`config.mk`:
```
export PLATFORM = sky130hd
export DESIGN_NAME = ims_ctrl
export DESIGN_NICKNAME = d
export VERILOG_FILES = /design/src/rtl/core/ims_pkg.sv /design/src/rtl/core/ims_ctrl.sv
export SDC_FILE = /design/constraint.sdc
export NUM_CORES = 1
export LEC_CHECK = 0
export BUFFER_PORTS_ARGS = -buffer_cell sky130_fd_sc_hd__buf_2
export CORE_AREA = 4 4 41 43
export DETAILED_ROUTE_END_ITERATION = 10
export DIE_AREA = 0 0 45 47
export GPL_TIMING_DRIVEN = 0
export PLACE_DENSITY = 0.3
export SLEW_MARGIN = 20
export SYNTH_ARGS = -nofsm -noshare
export SYNTH_HDL_FRONTEND = slang
export SYNTH_SLANG_ARGS = --single-unit
```
`constraint.sdc`:
```
create_clock -name clock -period 1.34 [get_ports clock]
set_clock_uncertainty 0.2 [all_clocks]
set_input_delay 0.067 -clock clock [delete_from_list [all_inputs] [get_ports clock]]
set_output_delay 0.067 -clock clock [all_outputs]
set_load 0.02 [all_outputs]
```
`src/rtl/core/ims_pkg.sv`:
```
// Shared types and constants for the Ising Metropolis spin update block.
// Holds the stream word layout, request kinds, register indexes and the
// command and status structs between controller and datapath.
`timescale 1ns / 1ps

package ims_pkg;

   // Request kinds carried on req_tuser
   localparam logic REQ_LOAD = 1'b0;
   localparam logic REQ_FLIP = 1'b1;

   // Field widths
   localparam int ROW_W      = 6;
   localparam int COL_W      = 6;
   localparam int DRAW_W     = 16;
   localparam int PROB_W     = 16;
   localparam int SIDE_CFG_W = 7;
   localparam int DE_W       = 5;

   // Request word layout, lowest bit up
   localparam int REQ_DATA_W   = 32;
   localparam int REQ_ROW_LSB  = 0;
   localparam int REQ_COL_LSB  = 6;
   localparam int REQ_SPIN_BIT = 12;
   localparam int REQ_DRAW_LSB = 13;

   // Response word layout, lowest bit up
   localparam int RSP_DATA_W = 8;

   // Configuration port
   localparam int CSR_IDX_W  = 2;
   localparam int CSR_DATA_W = 16;
   localparam logic [CSR_IDX_W-1:0] CSR_LATTICE_SIDE   = 2'd0;
   localparam logic [CSR_IDX_W-1:0] CSR_ACCEPT_PROB_DE4 = 2'd1;
   localparam logic [CSR_IDX_W-1:0] CSR_ACCEPT_PROB_DE8 = 2'd2;

   localparam logic [SIDE_CFG_W-1:0] SIDE_RESET = 7'd64;

   // Controller to datapath
   typedef struct packed {
      logic clear_step;
      logic capture;
      logic sel_down;
      logic latch_up;
      logic commit;
   } ims_cmd_type;

   // Datapath to controller
   typedef struct packed {
      logic clear_last;
      logic out_free;
   } ims_status_type;

endpackage

```
`src/rtl/core/ims_ctrl.sv`:
```
// Controller for the Ising Metropolis spin update block.
// Sequences the lattice clearing pass, row reads and commit; uses ims_pkg.
`timescale 1ns / 1ps

module ims_ctrl (
   input  logic                    clock,
   input  logic                    reset,
   input  logic                    req_tvalid,
   output logic                    req_tready,
   input  ims_pkg::ims_status_type status,
   output ims_pkg::ims_cmd_type    cmd
);
   import ims_pkg::*;

   localparam logic [2:0] ST_CLEAR = 3'd0;
   localparam logic [2:0] ST_IDLE  = 3'd1;
   localparam logic [2:0] ST_RD1   = 3'd2;
   localparam logic [2:0] ST_RD2   = 3'd3;
   localparam logic [2:0] ST_EVAL  = 3'd4;

   logic [2:0] state_ff;
   logic [2:0] state_in;

   assign req_tready = (state_ff == ST_IDLE);

   always_comb begin
      state_in = state_ff;
      cmd      = '0;
      unique case (state_ff)
         ST_CLEAR: begin
            cmd.clear_step = 1'b1;
            if (status.clear_last) begin
               state_in = ST_IDLE;
            end
         end
         ST_IDLE: begin
            if (req_tvalid) begin
               cmd.capture = 1'b1;
               state_in    = ST_RD1;
            end
         end
         ST_RD1: begin
            state_in = ST_RD2;
         end
         ST_RD2: begin
            cmd.sel_down = 1'b1;
            cmd.latch_up = 1'b1;
            state_in     = ST_EVAL;
         end
         ST_EVAL: begin
            // hold the down row on port B until the result register frees
            cmd.sel_down = 1'b1;
            if (status.out_free) begin
               cmd.commit = 1'b1;
               state_in   = ST_IDLE;
            end
         end
         default: begin
            state_in = ST_CLEAR;
         end
      endcase
   end

   always_ff @(posedge clock) begin
      if (reset) begin
         state_ff <= ST_CLEAR;
      end else begin
         state_ff <= state_in;
      end
   end

   a_commit_needs_room: assert property (@(posedge clock) disable iff (reset)
      cmd.commit |-> status.out_free)
      else $error("commit issued while result register occupied");

   a_capture_starts_read: assert property (@(posedge clock) disable iff (reset)
      cmd.capture |=> (state_ff == ST_RD1))
      else $error("captured word did not start the row reads");

   a_commit_returns_idle: assert property (@(posedge clock) disable iff (reset)
      cmd.commit |=> req_tready)
      else $error("block not ready after commit");

   a_clear_then_idle: assert property (@(posedge clock) disable iff (reset)
      (cmd.clear_step && status.clear_last) |=> !cmd.clear_step)
      else $error("clearing pass ran past the last row");

endmodule

```
==> summary.txt, run 1 <==
Outcome
  • Status: finished, final reports clean

Worst setup path
  • CP endpoint kind: primary output
  • WS Path Type: flip-flop to primary output
  • R2R depth: 4
  • Crit path required time: 1.07 ns
  • Startpoint Class: flip-flop
  • Arrival time worst endpoint: about 1.1 ns
  • CP Max Fanout: 8

STA
  • Crit share post-route: 0.992
  • FMAX: 0.753 GHz
  • RSZ-0062 raised after global routing: true
  • Pins over their slew limit: 0
  • Crit path time final: 1.33 ns
  • Rel. slew slack: 0.867
  • Final hold violations: 0
  • Setup Viol. Count Final: 0
  • Worst-Margin Slew: 0.199 ns

Floorplan
  • Die footprint: 0.00212 sq mm
  • Die Wd: 45 microns
  • Num rows: 13
  • Die Ht: 47 microns
  • Initial core utilization: 0.152
  • Core Footprint: approximately 0.0013 sq mm
  • Io pins: 11

Placed design
  • Placed cell count: 48
  • Port Buffers: 10
  • Placed instance area: 267 sq um
  • Final Wtd Congestion: 0.681

Finish
  • Layout fillers: ~160
  • Final std cells w/o fill: 56
  • Max FFs per register: 3
  • Post-layout instance area: ~370 sq um
  • Area Overhead vs Synth: 89.2%
  • Share of cells above drive strength 1: 0.610
  • Largest regs: state_ff: 3 flops
  • Ant diodes: 0
  • Biggest register: state_ff
  • Final net count: 47

Drt
  • Routed via count: 224
  • Post-DR vias/cell: 4.00
  • WL/cell: 9.71 microns
  • Routed wire length: 544 microns
  • ANT nets after route: 0
  • Met3 WL: approximately 60 microns
  • Met2 Wirelength: 271 microns
  • Initial drt markers: 2
  • Drc violations: 0
  • M1 wire length: between 200 and 250 microns
  • Total iterations of the first detailed-routing run: 2
  • Top Metal Used: met4

Synthesis
  • Yosys cell types: 16
  • Synth top area cells: dfxtp_1 30%, nand3b_1 7.6%, nor4b_2 7.6%, nor3b_2 6.3%, buf_6 5.7%
  • Cells after Synth: 23
  • Synth Register Bits: 3
  • Syn Nets: 28
  • Yosys warnings: 0
  • Post-Syn Area: 198 sq um
  • Top-area cell type share of the netlist area: 0.304
  • Seq/Total Area, Yosys: 0.304
  • Largest area contributor in the netlist: dfxtp_1
  • Syn Area/Cell: 8.60 sq um

Clock network
  • Htree depth: 1
  • CTS Buf Count: 3
  • CTS root buf: clkbuf_4
  • CTS tree: yes
  • Clk_lat worst skew: 0.23 ns
  • Bufs on Longest Clock Path: 2
  • Clock-pin slew on the worst setup and hold paths: 0.04 ns
  • Sink Count: 3

Pwr
  • Pwr/cell area: around 930 mW/mm^2
  • Leak: about 0.17 nW
  • Maximum vdd ir drop: 0.347 mV

Global route
  • GRT Util Overall: 0.0663
  • Congestion Overflow GR: 0
  • Largest net degree at the start of global routing: 9
  • First-pass GRT wire length: 959 microns
  • Initial antenna violation count: 0
  • Vias in the first global route: between 200 and 250

Hold path
  • Hold Path Class: input port to flip-flop
  • Hold Path Depth: 4

Flow run
  • Total of max-cap violations: 0
[what timing repair did]
item | CTS | global route
gates resized for setup | 8 | 8
setup buffers | 3 | 0
endpoints found under the hold margin | 3 | 0
endpoints found under the setup margin | 5 | 7
pin swaps | 1 | 2
hold buffers | 3 | 0
[cells in the mapped netlist]
library cell	count
a21oi_1	2
a31oi_1	1
and2_1	1
and3_2	1
buf_6	1
dfxtp_1	3
inv_1	1
mux2_2	1
nand2_1	3
nand3b_1	2
nor2_1	2
nor3_1	1
nor3_2	1
nor3b_2	1
nor4b_2	1
o21ai_0	1
[where the power goes]
part / internal (W) / switching, W / leakage, nW
Combinational: 0.0000455 / 0.0000384 / 0.127
Clock: 0.000112 / 0.0000465 / 0.0150
Sequential: 0.0000937 / 0.0000139 / 0.0267
[per-layer routing]
| layer | vias to the layer above | track usage |
|---|---|---|
| li1 | 117 | - |
| met1 | 99 | 0.0726 |
| met2 | 6 | 0.0876 |
| met3 | 2 | 0.0460 |
| met4 | 0 | 0.0526 |
| met5 | - | 0 |
[logic make-up (layout without fill, tap and decap cells)]
family / count (synthesis) / count (layout) / synth area share
simple gates: 13 / 13 / 0.456
buf+inv: 2 / 20 / 0.0759
compound gates: 4 / 4 / 0.108
mux: 1 / 1 / 0.0570
flops: 3 / 3 / 0.304
[worst max-delay path, cell delays in order, from the launching register on]
cell	delay (ns)
dfxtp_4	0.38
nor3b_4	0.19
and2_4	0.16
buf_6	0.11
[final timing paths]
| kind | to | startpoint | slack [ns] |
|---|---|---|---|
| worst min register to register | state_ff[1]$_SDFFE_PP0P_ | state_ff[2]$_SDFFE_PP0P_ | 0.28 |
| worst max register to register | state_ff[0]$_SDFFE_PP0P_ | state_ff[2]$_SDFFE_PP0P_ | 0.08 |
| worst min-delay path | state_ff[1]$_SDFFE_PP0P_ | req_tvalid | 0.02 |
| worst max-delay path | cmd[3] | state_ff[0]$_SDFFE_PP0P_ | 0.01 |
[layout by cell type (no fill, tap or decap), drive strengths merged]
| cell | count |
|---|---|
| nand2 | 3 |
| a21oi | 2 |
| o21ai | 1 |
| nor3b | 1 |
| inv | 1 |
| nor3 | 2 |
| and3 | 1 |
| nor2 | 2 |
| dlygate4sd3 | 3 |
| mux2 | 1 |
| a31oi | 1 |
| and2 | 1 |
| clkbuf | 4 |
| dfxtp | 3 |
| nor4b | 1 |
| nand3b | 2 |
| buf | 12 |
[cell type report]
type | count | area (sq um) | share of cell area
multi-input combinational | 18 | 139 | 0.371
sequential | 3 | 71.3 | 0.191
clock buffer | 4 | 26.3 | 0.0702
timing repair buffer | 15 | 115 | 0.308
tap | 15 | 18.8 | 0.0502
inverter | 1 | 3.75 | 0.0100
[stage by stage]
stage	utilization	hold slack (ns)	TNS, ns	setup slack (ns)	power, W
floorplan	-	-0.0639	0	0.00579	0.000148
global placement	0.205	0.0802	0	0.123	0.000173
detailed placement	0.205	0.0784	0	0.139	0.000172
CTS	0.281	0.0101	-0.0793	-0.0468	0.000358
global route	0.288	0.0419	-0.0907	-0.0473	0.000378
finish	0.288	0.0178	0	0.0113	0.000349
Power figures use the tool's default switching activity.
==> run 2, diff against run 1 <==
Settings changed: PLACE_DENSITY 0.3 to 0.31.
==> run 2 against run 1 <==
Against the previous run: the flow now finishes with violations (negative setup slack); utilization is 0.096 points higher; clock-buffer cell count is the same; setup slack lost 0.026 ns; clock power barely moved; critical endpoint unchanged; largest power group unchanged.
==> summary.txt, run 2 (synthesized netlist as in run 1, its figures left out) <==
Outcome
  • Status: finished with violations
  • Failing checks: negative setup slack

Pwr
  • Pwr Total: approximately 0.00035 W
  • Maximum vdd ir drop: roughly 0.39 mV
  • Clk pwr share: 0.447
  • Leak: 0.169 nW
  • Combinational share of power: 0.246
  • Sequential Power Share: 0.307
  • Switching Power: 0.0000997 W
  • Switching part of the total power: 0.283
  • Pwr/cell area: between 900 and 1000 mW/mm^2
  • Internal cell power: 0.000253 W

Finish
  • Area Overhead vs Synth: 89.9%
  • Ant diodes: 0
  • Largest regs: state_ff: 3 flops
  • Max FFs per register: 3
  • Final net count: 47
  • Commonest non-fill, non-tap cells in the layout: 6 x buf_2, 4 x buf_6, 3 x nand2_1, 3 x clkbuf_4, 3 x dlygate4sd3_1
  • Post-layout instance area: 375 sq um
  • Final std cells w/o fill: 56
  • Layout fillers: around 150
  • Fin util: 0.288
  • Biggest register: state_ff
  • Commonest non-fill, non-tap cell in the layout: buf_2
  • Share of cells above drive strength 1: 0.585

Global route
  • First-pass GRT wire length: 876 microns
  • Congestion Overflow GR: 0
  • Vias in the first global route: 210
  • Largest net degree at the start of global routing: 10
  • GRT Util Overall: 0.0647
  • Initial antenna violation count: 0

STA
  • Setup ws final: -0.0145 ns
  • Rel. slew slack: 0.856
  • Final hold violations: 0
  • Crit path time final: 1.35 ns
  • Worst-Margin Slew: around 0.21 ns
  • RSZ-0062 raised after global routing: true
  • Crit share post-route: 1.01
  • Setup Viol. Count Final: 1
  • FMAX: approximately 0.74 GHz
  • Pins over their slew limit: 0

Worst setup path
  • CP endpoint kind: primary output
  • Crit path required time: between 1 and 1.5 ns
  • WS Path Type: flip-flop to primary output
  • Max incr delay on CP: a little under 0.3 ns
  • Startpoint Class: flip-flop
  • RR Startpoint: state_ff[2]$_SDFFE_PP0P_
  • CP max-delay cell: dfxtp_1
  • CP Max Fanout: 9
  • Cell chain of the critical path: buf_6, nor3b_4, and2_4, buf_6
  • CP Launch Point: state_ff[2]$_SDFFE_PP0P_
  • Arrival time worst endpoint: 1.09 ns
  • Most used cell, CP: buf_6

Floorplan
  • Die footprint: 0.00212 sq mm
  • Io pins: 11
  • Die Wd: 45 microns
  • Die Ht: 47 microns
  • Core Footprint: between 0.001 and 0.0015 sq mm
  • Initial core utilization: 0.152
  • Num rows: 13

Placed design
  • Placed instance area: ~270 sq um
  • Port Buffers: 10
  • Pre-CTS worst setup slack: 0.127 ns
  • Final Wtd Congestion: 0.680
  • Dpl hpwl: between 300 and 400 microns
  • Placed cell count: 48

Drt
  • Post-DR vias/cell: 4.05
  • Routed via count: around 230
  • Total iterations of the first detailed-routing run: 2
  • ANT nets after route: 0
  • Routed wire length: 572 microns
  • WL/cell: 10.2 microns
  • Drc violations: 0
  • Initial drt markers: 4

Clock network
  • CTS tree: yes
  • Bufs on Longest Clock Path: 2
  • CTS root buf: clkbuf_4
  • Sink Count: 3
  • Htree depth: 1
  • CTS Buf Count: 3
  • Clock-pin slew on the worst setup and hold paths: 0.04 ns
  • Clk_lat worst skew: 0.23 ns

Flow run
  • Total of max-cap violations: 0

Hold path
  • Hold_sp: req_tvalid
  • Hold Path Class: input port to flip-flop
## run 2: per-layer routing
layer	track usage	vias to the layer above	share of wire
met5	0	-	0
met4	0.0702	0	0
met3	0.0383	0	0.068
met2	0.105	5	0.56
met1	0.0522	103	0.37
li1	-	119	-
## run 2: area by class of cell
class | count | area (sq um) | share of cell area
Buffer | 1 | 11.3 | 0.0300
Clock buffer | 4 | 26.3 | 0.0700
Inverter | 1 | 3.75 | 0.0100
Multi-Input combinational cell | 18 | 139 | 0.370
Sequential cell | 3 | 67.6 | 0.180
Tap cell | 15 | 18.8 | 0.0500
Timing Repair Buffer | 14 | 109 | 0.290
## run 2: path summary, 6_finish.rpt
kind                               to  slack [ns]  depth (start not counted)
max                            cmd[3]       -0.01                          4
min reg2reg  state_ff[1]$_SDFFE_PP0P_        0.32                          2
max reg2reg  state_ff[0]$_SDFFE_PP0P_        0.02                          5
min          state_ff[1]$_SDFFE_PP0P_        0.02                          4
## run 2: critical path: cells and delay by family (launching register included)
family | cells | cell delay, ns
buffers and inverters | 2 | 0.23
DFF | 1 | 0.29
and+or+nand+nor | 2 | 0.33
## run 2: through the flow
stage / setup TNS (ns) / hold WS, ns
after CTS: -0.0610 / 0.0190
final: -0.0145 / 0.0161
after global placement: 0 / 0.0749
after floorplan: 0 / -0.0639
after detailed placement: 0 / 0.0717
after global routing: -0.286 / 0.0271
## run 2: timing repair
item	4_1_cts	5_1_grt
endpoints found under the setup margin	5	5
buffers inserted	1	0
resized for setup	8	7
pin swaps	0	2
endpoints found under the hold margin	3	0
hold buffers	3	0
## run 2: power groups by stage
stage	combinational, W	sequential, W	clock, W
floorplan	0.0000442	0.000104	0
global placement	0.0000660	0.000106	0
detailed placement	0.0000662	0.000107	0
CTS	0.0000792	0.000107	0.000161
global route	0.0000941	0.000110	0.000178
finish	0.0000867	0.000108	0.000158
